[src/rtl/core/mrs_pkg.sv]
// shared constants, marker table and inter-module structs for the marker record splitter
// depends on nothing; imported by every module of the block
package mrs_pkg;

    localparam int MARKER_LEN       = 17;
    localparam int WIN_LEN          = MARKER_LEN - 1;
    localparam int BLOCK_INDEX_BITS = 16;
    localparam int THRESH_W         = 32;
    localparam int PADDR_W          = 3;
    localparam int OBUF_DEPTH       = 2;

    localparam logic [THRESH_W-1:0] THRESHOLD_RESET = 32'd1048576;

    // register index, taken from paddr[2]
    localparam logic REG_IDX_THRESHOLD = 1'b0;

    // molecule section header marker, zero padded to 32 entries
    localparam logic [7:0] MARKER_TAB [32] = '{
        8'h40, 8'h3C, 8'h54, 8'h52, 8'h49, 8'h50, 8'h4F, 8'h53,
        8'h3E, 8'h4D, 8'h4F, 8'h4C, 8'h45, 8'h43, 8'h55, 8'h4C,
        8'h45, 8'h00, 8'h00, 8'h00, 8'h00, 8'h00, 8'h00, 8'h00,
        8'h00, 8'h00, 8'h00, 8'h00, 8'h00, 8'h00, 8'h00, 8'h00
    };

    typedef struct packed {
        logic valid;
        logic match;
        logic last;
    } emit_req_t;

    typedef struct packed {
        logic [7:0]                  out_byte;
        logic [BLOCK_INDEX_BITS-1:0] block_index;
        logic                        record_start;
        logic                        block_start;
        logic                        last;
    } out_item_t;

endpackage

[src/rtl/core/mrs_cell.sv]
// one lookahead cell: holds a byte and its valid flag, compares it with its marker byte
// depends on mrs_pkg
module mrs_cell
    import mrs_pkg::*;
(
    input  logic       aclk,
    input  logic       aresetn,
    input  logic       shift_en,
    input  logic [7:0] nb_data,
    input  logic       nb_valid,
    input  logic [7:0] ref_byte,
    output logic [7:0] data,
    output logic       valid,
    output logic       hit
);

    logic [7:0] data_reg;
    logic       valid_reg;

    always_ff @(posedge aclk) begin
        if (!aresetn) begin
            valid_reg <= 1'b0;
        end else if (shift_en) begin
            valid_reg <= nb_valid;
        end
    end

    always_ff @(posedge aclk) begin
        if (shift_en) begin
            data_reg <= nb_data;
        end
    end

    assign data  = data_reg;
    assign valid = valid_reg;
    assign hit   = (data_reg == ref_byte);

endmodule

[src/rtl/core/mrs_block_acct.sv]
// record and block accounting for each emitted byte, builds the result item
// depends on mrs_pkg
module mrs_block_acct
    import mrs_pkg::*;
(
    input  logic                aclk,
    input  logic                aresetn,
    input  logic [THRESH_W-1:0] threshold,
    input  emit_req_t           req,
    input  logic [7:0]          emit_byte,
    output out_item_t           item
);

    localparam logic [31:0]                 BYTES_MAX = '1;
    localparam logic [BLOCK_INDEX_BITS-1:0] BLOCK_MAX = '1;

    logic                        first_pending_reg, first_pending_next;
    logic [31:0]                 bytes_reg, bytes_next;
    logic [BLOCK_INDEX_BITS-1:0] block_reg, block_next;

    logic [31:0]                 bytes_base;
    logic [BLOCK_INDEX_BITS-1:0] block_emit;
    logic                        rec;
    logic                        blk;

    always_comb begin
        first_pending_next = first_pending_reg;
        bytes_next         = bytes_reg;
        block_next         = block_reg;
        bytes_base         = bytes_reg;
        block_emit         = block_reg;
        rec                = 1'b0;
        blk                = 1'b0;
        if (req.valid) begin
            if (first_pending_reg) begin
                rec                = 1'b1;
                blk                = 1'b1;
                first_pending_next = 1'b0;
                bytes_base         = '0;
            end else if (req.match) begin
                rec = 1'b1;
                if (bytes_reg >= threshold) begin
                    blk        = 1'b1;
                    bytes_base = '0;
                    if (block_reg != BLOCK_MAX) begin
                        block_emit = block_reg + 1'b1;
                    end
                end
            end
            bytes_next = (bytes_base == BYTES_MAX) ? bytes_base : bytes_base + 32'd1;
            block_next = block_emit;
            // final byte of the stream: back to stream reset state
            if (req.last) begin
                first_pending_next = 1'b1;
                bytes_next         = '0;
                block_next         = '0;
            end
        end
    end

    always_ff @(posedge aclk) begin
        if (!aresetn) begin
            first_pending_reg <= 1'b1;
            bytes_reg         <= '0;
            block_reg         <= '0;
        end else begin
            first_pending_reg <= first_pending_next;
            bytes_reg         <= bytes_next;
            block_reg         <= block_next;
        end
    end

    assign item.out_byte     = emit_byte;
    assign item.block_index  = block_emit;
    assign item.record_start = rec;
    assign item.block_start  = blk;
    assign item.last         = req.last;

endmodule

[src/rtl/core/mrs_out_buf.sv]
// two-entry result buffer that decouples the window from the result channel
// depends on mrs_pkg
module mrs_out_buf
    import mrs_pkg::*;
(
    input  logic      aclk,
    input  logic      aresetn,
    input  logic      push,
    input  out_item_t push_item,
    output logic      full,
    output logic      out_valid,
    input  logic      out_ready,
    output out_item_t head
);

    localparam int PTR_W = $clog2(OBUF_DEPTH);
    localparam int CNT_W = $clog2(OBUF_DEPTH + 1);

    out_item_t              buf_reg [OBUF_DEPTH];
    logic [PTR_W-1:0]       wr_ptr_reg, wr_ptr_next;
    logic [PTR_W-1:0]       rd_ptr_reg, rd_ptr_next;
    logic [CNT_W-1:0]       count_reg, count_next;
    logic                   pop;

    assign pop = out_valid && out_ready;

    always_comb begin
        wr_ptr_next = push ? wr_ptr_reg + 1'b1 : wr_ptr_reg;
        rd_ptr_next = pop ? rd_ptr_reg + 1'b1 : rd_ptr_reg;
        count_next  = count_reg;
        if (push && !pop) begin
            count_next = count_reg + 1'b1;
        end else if (pop && !push) begin
            count_next = count_reg - 1'b1;
        end
    end

    always_ff @(posedge aclk) begin
        if (!aresetn) begin
            wr_ptr_reg <= '0;
            rd_ptr_reg <= '0;
            count_reg  <= '0;
        end else begin
            wr_ptr_reg <= wr_ptr_next;
            rd_ptr_reg <= rd_ptr_next;
            count_reg  <= count_next;
        end
    end

    always_ff @(posedge aclk) begin
        if (push) begin
            buf_reg[wr_ptr_reg] <= push_item;
        end
    end

    assign full      = (count_reg == CNT_W'(OBUF_DEPTH));
    assign out_valid = (count_reg != '0);
    assign head      = buf_reg[rd_ptr_reg];

endmodule

[src/rtl/core/marker_record_splitter.sv]
// a byte leaves once 16 more bytes were requested, then is registered in the result buffer
// 1 byte per cycle while the buffer has room; an end of stream adds a flush of the cell chain
// (one cell shift per cycle, held off only while the two-entry result buffer is full)
// reset: aresetn synchronous active low, empties window and buffer, threshold to 1048576
// top level of the marker record splitter; depends on mrs_pkg, mrs_cell,
// mrs_block_acct and mrs_out_buf
module marker_record_splitter
    import mrs_pkg::*;
(
    input  logic                        aclk,
    input  logic                        aresetn,
    // configuration port
    input  logic                        psel,
    input  logic                        penable,
    input  logic                        pwrite,
    input  logic [PADDR_W-1:0]          paddr,
    input  logic [31:0]                 pwdata,
    output logic [31:0]                 prdata,
    output logic                        pready,
    // byte requests in
    input  logic                        s_valid,
    output logic                        s_ready,
    input  logic [7:0]                  s_in_byte,
    input  logic                        s_end_of_stream,
    // result requests out
    output logic                        m_valid,
    input  logic                        m_ready,
    output logic [7:0]                  m_out_byte,
    output logic [BLOCK_INDEX_BITS-1:0] m_block_index,
    output logic                        m_record_start,
    output logic                        m_block_start,
    output logic                        m_last
);

    // configuration register
    logic [THRESH_W-1:0] threshold_reg;
    logic                cfg_wr;

    assign pready = 1'b1;
    assign cfg_wr = psel && penable && pwrite && (paddr[2] == REG_IDX_THRESHOLD);
    assign prdata = (paddr[2] == REG_IDX_THRESHOLD) ? threshold_reg : 32'd0;

    always_ff @(posedge aclk) begin
        if (!aresetn) begin
            threshold_reg <= THRESHOLD_RESET;
        end else if (cfg_wr) begin
            threshold_reg <= pwdata;
        end
    end

    // flush control
    logic flush_reg, flush_next;
    logic buf_full;
    logic in_acc;
    logic flush_step;
    logic shift_en;
    logic single;
    logic last_emit;
    logic all_hit;

    // chain taps: index 0 is the oldest byte, index WIN_LEN is what enters the tail cell
    logic [7:0]         chain_data  [WIN_LEN+1];
    logic [WIN_LEN:0]   chain_valid;
    logic [WIN_LEN-1:0] cell_hit;

    emit_req_t emit_req;
    out_item_t emit_item;
    out_item_t head;

    assign s_ready    = !flush_reg && !buf_full;
    assign in_acc     = s_valid && s_ready;
    // during the flush, idle shifts need no buffer space
    assign flush_step = flush_reg && (!chain_valid[0] || !buf_full);
    assign shift_en   = in_acc || flush_step;

    // a stream of one byte: tail cell still empty when the end mark arrives
    assign single = s_end_of_stream && !chain_valid[WIN_LEN-1];

    // new bytes enter the tail, zeros are shifted in while flushing
    assign chain_data[WIN_LEN]  = in_acc ? s_in_byte : 8'h00;
    assign chain_valid[WIN_LEN] = in_acc && !single;

    genvar gi;
    generate
        for (gi = 0; gi < WIN_LEN; gi++) begin : g_cell
            mrs_cell u_cell (
                .aclk     (aclk),
                .aresetn  (aresetn),
                .shift_en (shift_en),
                .nb_data  (chain_data[gi+1]),
                .nb_valid (chain_valid[gi+1]),
                .ref_byte (MARKER_TAB[gi]),
                .data     (chain_data[gi]),
                .valid    (chain_valid[gi]),
                .hit      (cell_hit[gi])
            );
        end
    endgenerate

    // marker starts at the oldest byte when every cell and the arriving byte agree
    assign all_hit = (&cell_hit) && (s_in_byte == MARKER_TAB[WIN_LEN]);

    // the oldest byte leaves on every shift that finds it valid
    assign last_emit      = flush_step && chain_valid[0] && !chain_valid[1];
    assign emit_req.valid = shift_en && chain_valid[0];
    assign emit_req.match = in_acc && all_hit;
    assign emit_req.last  = last_emit;

    always_comb begin
        flush_next = flush_reg;
        if (in_acc && s_end_of_stream && !single) begin
            flush_next = 1'b1;
        end else if (last_emit) begin
            flush_next = 1'b0;
        end
    end

    always_ff @(posedge aclk) begin
        if (!aresetn) begin
            flush_reg <= 1'b0;
        end else begin
            flush_reg <= flush_next;
        end
    end

    mrs_block_acct u_acct (
        .aclk      (aclk),
        .aresetn   (aresetn),
        .threshold (threshold_reg),
        .req       (emit_req),
        .emit_byte (chain_data[0]),
        .item      (emit_item)
    );

    mrs_out_buf u_obuf (
        .aclk      (aclk),
        .aresetn   (aresetn),
        .push      (emit_req.valid),
        .push_item (emit_item),
        .full      (buf_full),
        .out_valid (m_valid),
        .out_ready (m_ready),
        .head      (head)
    );

    assign m_out_byte     = head.out_byte;
    assign m_block_index  = head.block_index;
    assign m_record_start = head.record_start;
    assign m_block_start  = head.block_start;
    assign m_last         = head.last;

endmodule

[config.mk]
export PLATFORM = sky130hd
export DESIGN_NAME = marker_record_splitter
export DESIGN_NICKNAME = d
export VERILOG_FILES = /design/src/rtl/core/mrs_pkg.sv /design/src/rtl/core/mrs_cell.sv /design/src/rtl/core/mrs_block_acct.sv /design/src/rtl/core/mrs_out_buf.sv /design/src/rtl/core/marker_record_splitter.sv
export SDC_FILE = /design/constraint.sdc
export NUM_CORES = 1
export LEC_CHECK = 0
export BUFFER_PORTS_ARGS = -buffer_cell sky130_fd_sc_hd__buf_2
export CAP_MARGIN = 25
export CORE_ASPECT_RATIO = 0.8
export CORE_MARGIN = 10
export CORE_UTILIZATION = 40
export DETAILED_ROUTE_END_ITERATION = 10
export GPL_TIMING_DRIVEN = 0
export PLACE_DENSITY = 0.58
export REMOVE_ABC_BUFFERS = 1
export SETUP_SLACK_MARGIN = 0.2
export SLEW_MARGIN = 20
export SYNTH_ARGS = -nofsm -noshare
export SYNTH_HDL_FRONTEND = slang
export SYNTH_HIERARCHICAL = 1
export SYNTH_SLANG_ARGS = --single-unit
[constraint.sdc]
create_clock -name aclk -period 15.5 [get_ports aclk]
set_input_delay 2.325 -clock aclk [delete_from_list [all_inputs] [get_ports aclk]]
set_output_delay 2.325 -clock aclk [all_outputs]
set_load 0.05 [all_outputs]
# ---- Yosys cells after proc, flatten, opt, wreduce, memory -nomap -nowiden
# Memory sizes are Yosys's and may differ from the RTL's. A register that Yosys moved wholly into a read port is not among the register bits.
# Index checks and enable logic that the tools add are counted.
dict set report totals {
  reg_bits 230
  mem_bits_rw 54
  n_memories 1
}
# memory words width read_ports rd_clocked_by_memory_dff write_ports line
set memory_table {}
lappend memory_table {u_obuf.buf_reg 2 27 1 1 1 mrs_out_buf.sv:19} ;# out_item_t buf_reg [OBUF_DEPTH];
dict set report op_classes {
  add_sub_neg 6
  magnitude_cmp 1
  eq_ne 20
  n_mux 29
  n_bitwise 1
  n_reduce_logical 32
}
# op n
set ops {}
lappend ops {{$mux W32} 7}
lappend ops {{$eq A8 B7 Y1 const B} 15}
lappend ops {{$mux W16} 6}
lappend ops {{$add A32 B1 Y32 const B} 1}
lappend ops {{$eq A32 B32 Y1 const B} 1}
lappend ops {{$ge A32 B32 Y1} 1}
lappend ops {{$logic_and A1 B1 Y1} 18}
lappend ops {{$add A16 B1 Y16 const B} 1}
lappend ops {{$eq A8 B6 Y1 const B} 2}
lappend ops {{$ne A16 B16 Y1 const B} 1}
lappend ops {{$reduce_and A16 Y1} 1}
lappend ops {{$mux W1} 14}
lappend ops {{$logic_not A1 Y1} 8}
lappend ops {{$reduce_bool A2 Y1} 3}
lappend ops {{$mux W2} 2}
lappend ops {{$add A1 B1 Y1 const B} 2}
lappend ops {{$add A2 B1 Y2 const B} 1}
lappend ops {{$eq A2 B2 Y1 const B} 1}
lappend ops {{$logic_or A1 B1 Y1} 2}
lappend ops {{$sub A2 B1 Y2 const B} 1}
lappend ops {{$not A1 Y1} 1}

# ---- Depth between registers and ports, before layout
# Gate-level depths: netlist (run 1).
dict set report depth {
  depth_word 11
  depth_mapped 20
}

# ---- Cells and area by module
# Netlist (run 1), hierarchy kept.
# mod instances cells_per_inst area_each_um2 seq_area_each_um2
set modules_own_cells {}
lappend modules_own_cells {mrs_cell 16 22 362.8 260.2}
lappend modules_own_cells {mrs_block_acct 1 513 3963.8 980.9}
lappend modules_own_cells {mrs_out_buf 1 106 2165.8 1721.7}
lappend modules_own_cells {marker_record_splitter 1 208 1619.1 660.6}

# ---- Worst setup path after synthesis (run 1)
# Ideal clock, no wire load.
dict set report synth_timing {
  kind {input to register}
  start {input port s_valid}
  end {register g_cell[0].u_cell.valid_reg}
  setup_time_ns 0.135
  t_arrival_ns 10.346
  required_time_ns 15.365
  path_slack_ns 5.019
  path_stages 4
  n_path_buf 0
  path_cell_list {a21oi_1 -> a21oi_1 -> mux2i_1 -> nor2b_1}
}
dict set report synth_between {
  elab_chain_cells 2
}
# element line
set synth_lines {}
lappend synth_lines {{start, declared} marker_record_splitter.sv:21} ;# input logic s_valid,
lappend synth_lines {{$logic_and A1 B1 Y1} marker_record_splitter.sv:71} ;# assign in_acc = s_valid && s_ready;
lappend synth_lines {{$logic_or A1 B1 Y1} marker_record_splitter.sv:74} ;# assign shift_en = in_acc || flush_step;
lappend synth_lines {{named net shift_en} marker_record_splitter.sv:56} ;# logic shift_en;
lappend synth_lines {{end signal, assigned} mrs_cell.sv:24} ;# valid_reg <= nb_valid;
lappend synth_lines {{end, declared} mrs_cell.sv:18} ;# logic valid_reg;
# The timed path passes the listed nets, and every way through them passes these cells.
# A chain may end at the register's enable or synchronous reset.

==> impl_metrics.toml, run 1 <==
[sta]
timing_hold_violations_final = 0
fin_hold_ws_ps = 450
fin_crit_ps = 6720
max_clock_freq_mhz = 149
finClkSkew_ps = 38.5
timing.setup.tns_ps = 0
slew_viol_final = 0
rsz_0062_raised_after_global_routing = "false"
final_min_period_over_clock_period = 0.434
tightest_slew_ps = 1040
relSlewSlack = 0.299
final-setup-viol-count = 0

[logic_synthesis]
syn_area_per_cell_um2 = 11.5
synthesis.yosys.warnings = 6
synthDistinctLibCells = 74
synth_commonest_cells = "sky130_fd_sc_hd__edfxtp_1 (182), sky130_fd_sc_hd__xnor2_1 (132), sky130_fd_sc_hd__nand2_1 (121), sky130_fd_sc_hd__dfxtp_1 (103), sky130_fd_sc_hd__nor2b_1 (54)"
synth_top_flop_cell = "sky130_fd_sc_hd__edfxtp_1"
post-synth-top-count-cell = "sky130_fd_sc_hd__edfxtp_1"
asyncSetResetFlopFracSynth = 0
share_of_the_yosys_chip_area_belonging_to_registers = 0.555
netlist_area_before_placement_um2 = 13600
netlist.top_cell.by_area = "sky130_fd_sc_hd__edfxtp_1"
synth.top_cell.area_share = 0.403
synth_cells = 1179
synth_edf_count = 182
most_area_consuming_cells_after_synthesis = "sky130_fd_sc_hd__edfxtp_1 (40%), sky130_fd_sc_hd__dfxtp_1 (15%), sky130_fd_sc_hd__xnor2_1 (8.5%)"
yosys_register_bits = 285

[route]
ant_nets = 0
routed_wirelength_um = 28000
num_vias = 9102
vias_per_cell = 4.85
drt_pass1_iterations = 6
drt-wirelength-per-cell_um = 14.9
detailedRoute.firstIterationViolations = 698
drc_errors = 0

[outcome]
status = "completed"

[global_routing]
grt_pass1_vias = 8659
grt_pass1_wl_um = 45200
globalRouteOverflowTotal = 0
grt_usage = 0.133
grt_antenna_before_repair = 0
grt_start_max_net_pins = 60

[placement]
placed_area_um2 = 15300
gp_congestion = 0.805
numPortBuffers = 109
place_hpwl_um = 20100

[final_layout]
largest_register_ffs = 128
fin_area_um2 = 16300
layout-area-overhead-vs-synth_pct = 20.2
finish.utilization = 0.485
num-fill-cells = 3016
fin_nets = 1504
share_of_layout_cells_above_drive_strength_1 = 0.162

[hold_path]
timing.hold.worst_path_depth = 0
min-delay-path-class = "reg2reg"

[worst_setup_path]
critPathRequiredTime_ps = 15960
crit_type = "in2reg"
wp_data_arrival_ps = 7190
startpoint_type = "primary input"
worst_r2r_path_depth = 17
crit_path_max_fo = 30
cp-end-kind = "flop"

[die]
die_w_um = 226
row_count = 60
initial_core_util = 0.404
dieHeight_um = 185
core_area_um2 = 33600
design.die.area_um2 = 41700
total_i_o_pin_count = 113

[clock_network]
tritoncts = "built"
htree_num_levels = 1
cts_made_buffers = 30
clk_latency_ps = 590
ctsResizeCount = 0
clk_transition_reported_paths_ps = 70
cts_post_setup_buffers_inserted = 0
cts-root-buf = "sky130_fd_sc_hd__clkbuf_16"
cts.sinks = 285
clk_path_buf_depth = 3
cts.hold.buffers_added = 0

[power_and_ir_drop]
power.total_uw = 1690
power_density_nw_per_um2 = 104
cellLeakagePower_uw = 0.00599
max-vdd-ir-drop_uv = 95.4

[flow_run]
maxCapViolations = 0
==> cells by family after synthesis <==
kind of cell	synth area share
compound gates	0.0782
xor+xnor	0.0918
fa+ha+maj	0.0323
buf+inv	0.0304
flops	0.555
mux	0.0416
other cells	0.000554
simple gates	0.170
==> metal layers <==
metal,GRT usage,share of wire,up-vias
li1,-,-,4619
met1,0.189,0.50,4282
met2,0.206,0.44,169
met3,0.0264,0.047,32
met4,0.0297,0.017,0
met5,0,0,-
==> where the power goes <==
group	total [µW]	switching (µW)	internal [µW]
clock network	733	302	431
registers	852	15.8	837
logic	101	53.3	47.6
==> path summary, 6_finish.rpt <==
path	from	end	slack, ps
worst min register to register	g_cell[7].u_cell/data[5]$_DFFE_PP_	g_cell[6].u_cell/data[5]$_DFFE_PP_	450
worst max-delay path	s_valid	u_acct/bytes_reg[15]$_SDFFE_PN0P_	8780
worst max register to register	u_obuf/count_reg[0]$_SDFFE_PN0P_	u_acct/bytes_reg[15]$_SDFFE_PN0P_	10010
worst min-delay path	g_cell[7].u_cell/data[5]$_DFFE_PP_	g_cell[6].u_cell/data[5]$_DFFE_PP_	450
==> critical path, stage by stage <==
cell and delay [ps]:
sky130_fd_sc_hd__buf_2 110, sky130_fd_sc_hd__nor3b_2 630, sky130_fd_sc_hd__and2_1 290, sky130_fd_sc_hd__and3_1 310
sky130_fd_sc_hd__nand2_1 150, sky130_fd_sc_hd__nor4_1 670, sky130_fd_sc_hd__and2_0 450, sky130_fd_sc_hd__a21oi_4 230
sky130_fd_sc_hd__buf_16 250, sky130_fd_sc_hd__and2_1 170, sky130_fd_sc_hd__ha_1 240, sky130_fd_sc_hd__nand4_2 260
sky130_fd_sc_hd__nor4_4 130, sky130_fd_sc_hd__nor3_1 500, sky130_fd_sc_hd__and3_1 250, sky130_fd_sc_hd__xnor2_1 120
sky130_fd_sc_hd__o21ai_1 70
==> cell type report <==
cell class / instances / area (µm²) / area share
repair buffers: 126 / 891 / 0.0547
clock inverters: 14 / 199 / 0.0122
inverters: 44 / 165 / 0.0101
diodes: 1 / 2.50 / 0.000154
multi-input cells: 931 / 6150 / 0.378
well taps: 434 / 543 / 0.0333
clock buffers: 42 / 806 / 0.0495
flip-flops and latches: 285 / 7530 / 0.462
==> metrics by stage <==
| step | setup WS [ps] | cells |
|---|---|---|
| final | 8780 | 1877 |
| after global placement | 1720 | 1803 |
| after floorplan | 5020 | 1260 |
| after CTS | 8840 | 1875 |
| after detailed placement | 8240 | 1819 |
| after global routing | 8520 | 1876 |
==> placed cells by master (no fill, tap or decap), drive strengths merged, types with 5 or more instances in the layout <==
cell / synthesis / final
buf: 27 / 126
xor2: 10 / 10
nor2: 44 / 44
a21boi: 35 / 35
conb: 2 / 129
clkinv: 0 / 6
and3: 11 / 11
mux2i: 26 / 26
ha: 35 / 35
inv: 44 / 44
clkbuf: 19 / 42
a21oi: 31 / 31
nor2b: 54 / 54
nor3: 22 / 22
nand4: 53 / 53
nor4: 9 / 9
nand2: 121 / 121
or3: 6 / 6
nand2b: 10 / 10
dfxtp: 103 / 103
xnor2: 132 / 132
a31oi: 15 / 15
a22oi: 5 / 5
nand3: 46 / 46
and2: 17 / 17
and4: 8 / 8
nor3b: 5 / 5
o21ai: 20 / 20
mux2: 27 / 27
edfxtp: 182 / 182
Power figures use the tool's default switching activity.
==> run 2, diff against run 1 <==
Settings changed: PLACE_DENSITY 0.58 to 0.6.
Clock period 15.5 ns to 5.7 ns, I/O delays scaled along.
==> run 2 against run 1 <==
Compared with the run above:
- clock-buffer cell count is 2 lower
- first-iteration DRC count down 9.2%
- worst hold slack improved by 12 ps
- total power increased to 2.7 times the previous value
- wire length rose by 0.81%
- final cell count up 0.27%
- largest power group unchanged
- die area is the same
- combinational power grew to 2.7 times the previous value
- setup slack worse by 8100 ps
- cell area up 0.13%
- register-to-register slack worse by 9300 ps
- sequential cell count is the same
==> impl_metrics.toml, run 2 (synthesis gave the netlist of run 1 again) <==
[final_layout]
share_of_layout_cells_above_drive_strength_1 = 0.165
commonest_non_fill_non_tap_cell_in_the_layout = "sky130_fd_sc_hd__edfxtp_1"
fin_nets = 1508
area.sequential_um2 = 7530
mostFrequentLayoutCells = "sky130_fd_sc_hd__edfxtp_1 (182), sky130_fd_sc_hd__xnor2_1 (132), sky130_fd_sc_hd__conb_1 (129), sky130_fd_sc_hd__nand2_1 (121), sky130_fd_sc_hd__buf_2 (110)"
largest_register_ffs = 128
multi_input_area_um2 = 6160
fin_area_um2 = 16300
num-fill-cells = 3041
layout-area-overhead-vs-synth_pct = 20.3
finalNonFillerCells = 1882

[global_routing]
grt_pass1_wl_um = 45800
grt_pass1_vias = 8890
globalRouteOverflowTotal = 0
grt_usage = 0.135
grt_antenna_before_repair = 1
grt_start_max_net_pins = 60

[power_and_ir_drop]
power.total_uw = 4520
power_density_nw_per_um2 = 277
cellLeakagePower_uw = 0.00600
max-vdd-ir-drop_uv = 222

[clock_network]
cts.sinks = 285
clk_path_buf_depth = 3
clk_latency_ps = 560
cts-root-buf = "sky130_fd_sc_hd__clkbuf_16"
tritoncts = "built"
htree_num_levels = 1
cts_made_buffers = 31
cts.hold.buffers_added = 0
clk_transition_reported_paths_ps = 60

[route]
drc_errors = 0
vias_per_cell = 4.89
ant_nets = 0
drt-wirelength-per-cell_um = 15.0
routed_wirelength_um = 28300
num_vias = 9207
detailedRoute.firstIterationViolations = 634
drt_pass1_iterations = 4

[sta]
timing_hold_violations_final = 0
final-setup-viol-count = 0
tightest_slew_ps = 962
timing.setup.tns_ps = 0
fin_crit_ps = 5040
finClkSkew_ps = 9.84
relSlewSlack = 0.358
rsz_0062_raised_after_global_routing = "false"
slew_viol_final = 0
max_clock_freq_mhz = 199
final_min_period_over_clock_period = 0.884

[placement]
numPortBuffers = 109
place_hpwl_um = 20400
placed_area_um2 = 15300
dpl.cell_count = 1820
gp_congestion = 0.840

[worst_setup_path]
worst_r2r_path_depth = 17
startpoint_type = "flop"
setup.reg_to_reg.worst_slack_ps = 660
crit_path_max_fo = 30
critPathRequiredTime_ps = 6150
crit_type = "reg2reg"
critical_path.reg2reg.endpoint = "u_acct/bytes_reg[15]$_SDFFE_PN0P_"
cp-end-kind = "flop"
wp_data_arrival_ps = 5480
r2r_start = "u_obuf/count_reg[0]$_SDFFE_PN0P_"

[hold_path]
hold_path_end = "g_cell[9].u_cell/data[4]$_DFFE_PP_"
hp-start = "g_cell[10].u_cell/data[4]$_DFFE_PP_"
min-delay-path-class = "reg2reg"
timing.hold.worst_path_depth = 0

[outcome]
status = "completed"

[die]
dieHeight_um = 185
initial_core_util = 0.404
design.die.area_um2 = 41700
die_w_um = 226
total_i_o_pin_count = 113
core_area_um2 = 33600
row_count = 60

[flow_run]
maxCapViolations = 0
## run 2: cell types whose count changed in the layout (fill, tap and decap cells not counted), moves of 2 or more
cell                         before  now
sky130_fd_sc_hd__clkinvlp_4       2    4
sky130_fd_sc_hd__clkinv_1         1    6
sky130_fd_sc_hd__clkbuf_1        11    7
sky130_fd_sc_hd__clkinvlp_2       2    0
sky130_fd_sc_hd__bufinv_16        4    2
sky130_fd_sc_hd__buf_8            3    1
## run 2: worst max-delay path, stage by stage (launching register included)
cell and delay (ps):
sky130_fd_sc_hd__dfxtp_1 440, sky130_fd_sc_hd__nor2b_2 140, sky130_fd_sc_hd__nor3b_2 590, sky130_fd_sc_hd__and2_1 310, sky130_fd_sc_hd__and3_1 310, sky130_fd_sc_hd__nand2_1 150
sky130_fd_sc_hd__nor4_2 490, sky130_fd_sc_hd__and2_0 440, sky130_fd_sc_hd__a21oi_4 130, sky130_fd_sc_hd__buf_16 200, sky130_fd_sc_hd__and2_1 160, sky130_fd_sc_hd__ha_1 240
sky130_fd_sc_hd__nand4_2 270, sky130_fd_sc_hd__nor4_4 120, sky130_fd_sc_hd__nor3_1 480, sky130_fd_sc_hd__and3_1 240, sky130_fd_sc_hd__xnor2_1 110, sky130_fd_sc_hd__o21ai_1 70
## run 2: metal layers
metal	part of all wire	global-route usage	vias up
li1	-	-	4630
met1	0.49	0.189	4358
met2	0.44	0.209	175
met3	0.049	0.0245	44
met4	0.022	0.0351	0
met5	0	0	-
## run 2: what timing repair did
action / in CTS / in global routing
cloned: 0 / 0
buffers inserted: 0 / 1
gates resized for setup: 1 / 1
endpoints found under the setup margin: 1 / 16
## run 2: worst max path at each step
stage	slack, ps	cells past startpoint	end	startpoint
global route	380	18	u_acct/bytes_reg[7]$_SDFFE_PN0P_	u_obuf/count_reg[1]$_SDFFE_PN0P_
finish	660	17	u_acct/bytes_reg[15]$_SDFFE_PN0P_	u_obuf/count_reg[0]$_SDFFE_PN0P_
detailed placement	-40	17	u_acct/bytes_reg[15]$_SDFFE_PN0P_	s_valid
CTS	360	17	u_acct/bytes_reg[15]$_SDFFE_PN0P_	u_obuf/count_reg[0]$_SDFFE_PN0P_
global placement	-6660	5	g_cell[10].u_cell/valid$_SDFFE_PN0P_	s_valid
floorplan	-3310	4	g_cell[0].u_cell/valid$_SDFFE_PN0P_	s_valid
## run 2: stage by stage
step	setup WS, ps	utilization	hold slack (ps)
finish	664	0.486	463
global route	377	0.486	475
CTS	357	0.485	464
detailed placement	-38.6	0.456	456
global placement	-6660	0.443	453
floorplan	-3310	-	443
## run 2: layout make-up
class                           instances  area share
Sequential cell                       285       0.462
Clock inverter                         18     0.00898
Tap cell                              434      0.0333
Timing Repair Buffer                  129      0.0572
Inverter                               44      0.0101
Multi-Input combinational cell        931       0.378
Clock buffer                           40      0.0509
Antenna cell                            1    0.000153
## run 2: power breakdown
group | internal (µW) | leakage (µW) | total (µW) | switching, µW
Clock | 1110 | 0.000467 | 1930 | 816
Combinational | 131 | 0.00294 | 276 | 146
Sequential | 2280 | 0.00259 | 2320 | 43.7
==> run 3, diff against run 2 <==
Settings changed: BUFFER_PORTS_ARGS -buffer_cell sky130_fd_sc_hd__buf_2 to -buffer_cell sky130_fd_sc_hd__buf_4.
==> run 3 against run 2 <==
Compared with the run above:
- worst hold slack worse by 12 ps
- first-iteration DRC count is 5.2% lower
- largest power group unchanged
- register-to-register slack worse by 270 ps
- sequential cell count stayed put
- final cell count is 0.21% lower
- clock skew is 20 ps higher
==> impl_metrics.toml, run 3 (synthesis gave the netlist of run 1 again) <==
[outcome]
status = "completed"

[worst_setup_path]
worst_r2r_path_depth = 16
slowest_delay_ps = 690
setup.reg_to_reg.worst_slack_ps = 390
startpoint_type = "flop"
cp-end-kind = "flop"
timing.critical_path.max_delay_family = "simple AND/OR/NAND/NOR gates"
critPathRequiredTime_ps = 6160
crit_type = "reg2reg"
crit_path_max_delay_cell_type = "sky130_fd_sc_hd__nor4_1"
crit_path_max_fo = 15
critical_path_buf_inv_count = 0
r2r_start = "u_obuf/count_reg[0]$_SDFFE_PN0P_"
critical_path.reg2reg.endpoint = "u_acct/bytes_reg[15]$_SDFFE_PN0P_"
wp_data_arrival_ps = 5770
timing.critical_path.cells = "nor2b_2 > nor3b_2 > and2_1 > and3_1 > nand2_1 > nor4_1 > and2_0 > a21oi_4 > and2_1 > ha_1 > nand4_2 > nor4_4 > nor3_1 > and3_1 > xnor2_1 > o21ai_1"

[power_and_ir_drop]
cellLeakagePower_uw = 0.00605
power.total_uw = 4610
max-vdd-ir-drop_uv = 218
power_density_nw_per_um2 = 278

[hold_path]
hp-start = "g_cell[7].u_cell/data[3]$_DFFE_PP_"
timing.hold.worst_path_depth = 0
hold_path_end = "g_cell[6].u_cell/data[3]$_DFFE_PP_"
min-delay-path-class = "reg2reg"

[final_layout]
finish.utilization = 0.494
fin_nets = 1506
num-fill-cells = 3012
finalNonFillerCells = 1878
mostFrequentLayoutCells = "sky130_fd_sc_hd__edfxtp_1 (182), sky130_fd_sc_hd__xnor2_1 (132), sky130_fd_sc_hd__conb_1 (129), sky130_fd_sc_hd__nand2_1 (121), sky130_fd_sc_hd__buf_4 (110)"
share_of_layout_cells_above_drive_strength_1 = 0.166
layout-area-overhead-vs-synth_pct = 22.3
largest_register_ffs = 128
commonest_non_fill_non_tap_cell_in_the_layout = "sky130_fd_sc_hd__edfxtp_1"
insertedDiodeCount = 0

[sta]
fin_hold_ws_ps = 451
tightest_slew_ps = 1080
slew_viol_final = 0
relSlewSlack = 0.275
timing_hold_violations_final = 0
fin_crit_ps = 5310
timing.setup.tns_ps = 0
finClkSkew_ps = 29.4
final_min_period_over_clock_period = 0.932
final-setup-viol-count = 0
max_clock_freq_mhz = 188
rsz_0062_raised_after_global_routing = "false"

[clock_network]
cts-root-buf = "sky130_fd_sc_hd__clkbuf_16"
cts.sinks = 285
cts_post_setup_buffers_inserted = 0
clk_latency_ps = 580
cts.hold.buffers_added = 0
cts_made_buffers = 31
htree_num_levels = 1
tritoncts = "built"
clk_path_buf_depth = 3
clk_transition_reported_paths_ps = 60

[global_routing]
grt_pass1_vias = 9003
grt_antenna_before_repair = 0
grt_start_max_net_pins = 60
grt_pass1_wl_um = 46900
globalRouteOverflowTotal = 0
grt_usage = 0.138

[placement]
numPortBuffers = 109
place_hpwl_um = 20600
gp_congestion = 0.830
dpl.cell_count = 1819

[die]
row_count = 60
die_w_um = 226
design.die.area_um2 = 41700
core_area_um2 = 33600
dieHeight_um = 185
total_i_o_pin_count = 113
initial_core_util = 0.404

[route]
detailedRoute.firstIterationViolations = 601
drc_errors = 0
routed_wirelength_um = 28900
ant_nets = 0
num_vias = 9265
vias_per_cell = 4.93
drt-wirelength-per-cell_um = 15.4
drt_pass1_iterations = 5

[flow_run]
maxCapViolations = 0
==> run 3: changes by cell type in the layout (fill, tap and decap cells not counted), moves of 2 or more <==
cell                         previous run  this run
sky130_fd_sc_hd__buf_2                110         0
sky130_fd_sc_hd__clkbuf_8               2         4
sky130_fd_sc_hd__clkinvlp_4             4         2
sky130_fd_sc_hd__buf_16                10         8
sky130_fd_sc_hd__clkbuf_1               7         5
sky130_fd_sc_hd__clkinv_1               6         3
sky130_fd_sc_hd__buf_4                  2       110
==> run 3: worst max-delay path by stage <==
stage,start,end,slack (ps),depth (start not counted)
final,u_obuf/count_reg[0]$_SDFFE_PN0P_,u_acct/bytes_reg[15]$_SDFFE_PN0P_,390,16
after detailed placement,s_valid,u_acct/bytes_reg[15]$_SDFFE_PN0P_,110,16
after global placement,s_valid,g_cell[11].u_cell/valid$_SDFFE_PN0P_,-6660,5
after CTS,u_obuf/count_reg[1]$_SDFFE_PN0P_,u_acct/bytes_reg[7]$_SDFFE_PN0P_,330,17
after global routing,u_obuf/count_reg[0]$_SDFFE_PN0P_,u_acct/bytes_reg[15]$_SDFFE_PN0P_,200,16
after floorplan,s_valid,g_cell[0].u_cell/valid$_SDFFE_PN0P_,-3310,4
==> run 3: worst register-to-register path, delay by kind of cell (launching register included) <==
kind / cells / cell delay (ps)
DFF: 1 / 440
AOI/OAI and AO/OA: 2 / 330
and+or+nand+nor: 12 / 4090
adders and majority gates: 1 / 250
xor gates and xnor gates: 1 / 120
==> run 3: timing repair <==
| action | in CTS | in global routing |
|---|---|---|
| gates resized for setup | 0 | 1 |
| cloned | 1 | 0 |
| setup endpoints to repair | 2 | 11 |
==> run 3: final cells by class <==
type,count,area [µm²],share of cell area
clock buffers,40,850,0.0513
clock inverters,17,169,0.0102
inverters,44,165,0.00997
multi-input cells,932,6160,0.372
flip-flops and latches,285,7530,0.454
well taps,434,543,0.0328
repair buffers,126,1150,0.0695
==> run 3: metrics by stage <==
| step | area, µm² | worst slack (ps) |
|---|---|---|
| 2_1_floorplan | 13800 | -3310 |
| 3_3_place_gp | 15100 | -6660 |
| 3_5_place_dp | 15500 | 110 |
| 4_1_cts | 16600 | 329 |
| 5_1_grt | 16600 | 197 |
| 6_report | 16600 | 390 |
==> run 3: where the power goes <==
group	switching, µW	internal, µW
registers	44.1	2280
clock network	823	1180
logic	146	140
==> run 3: per-layer routing <==
| layer | track usage | wire length (µm) | part of all wire | up-vias |
|---|---|---|---|---|
| li1 | - | - | - | 4618 |
| met4 | 0.0305 | 485 | 0.017 | 0 |
| met1 | 0.189 | 13600 | 0.47 | 4390 |
| met5 | 0 | 0 | 0 | - |
| met3 | 0.0318 | 1760 | 0.061 | 41 |
| met2 | 0.218 | 13000 | 0.45 | 216 |
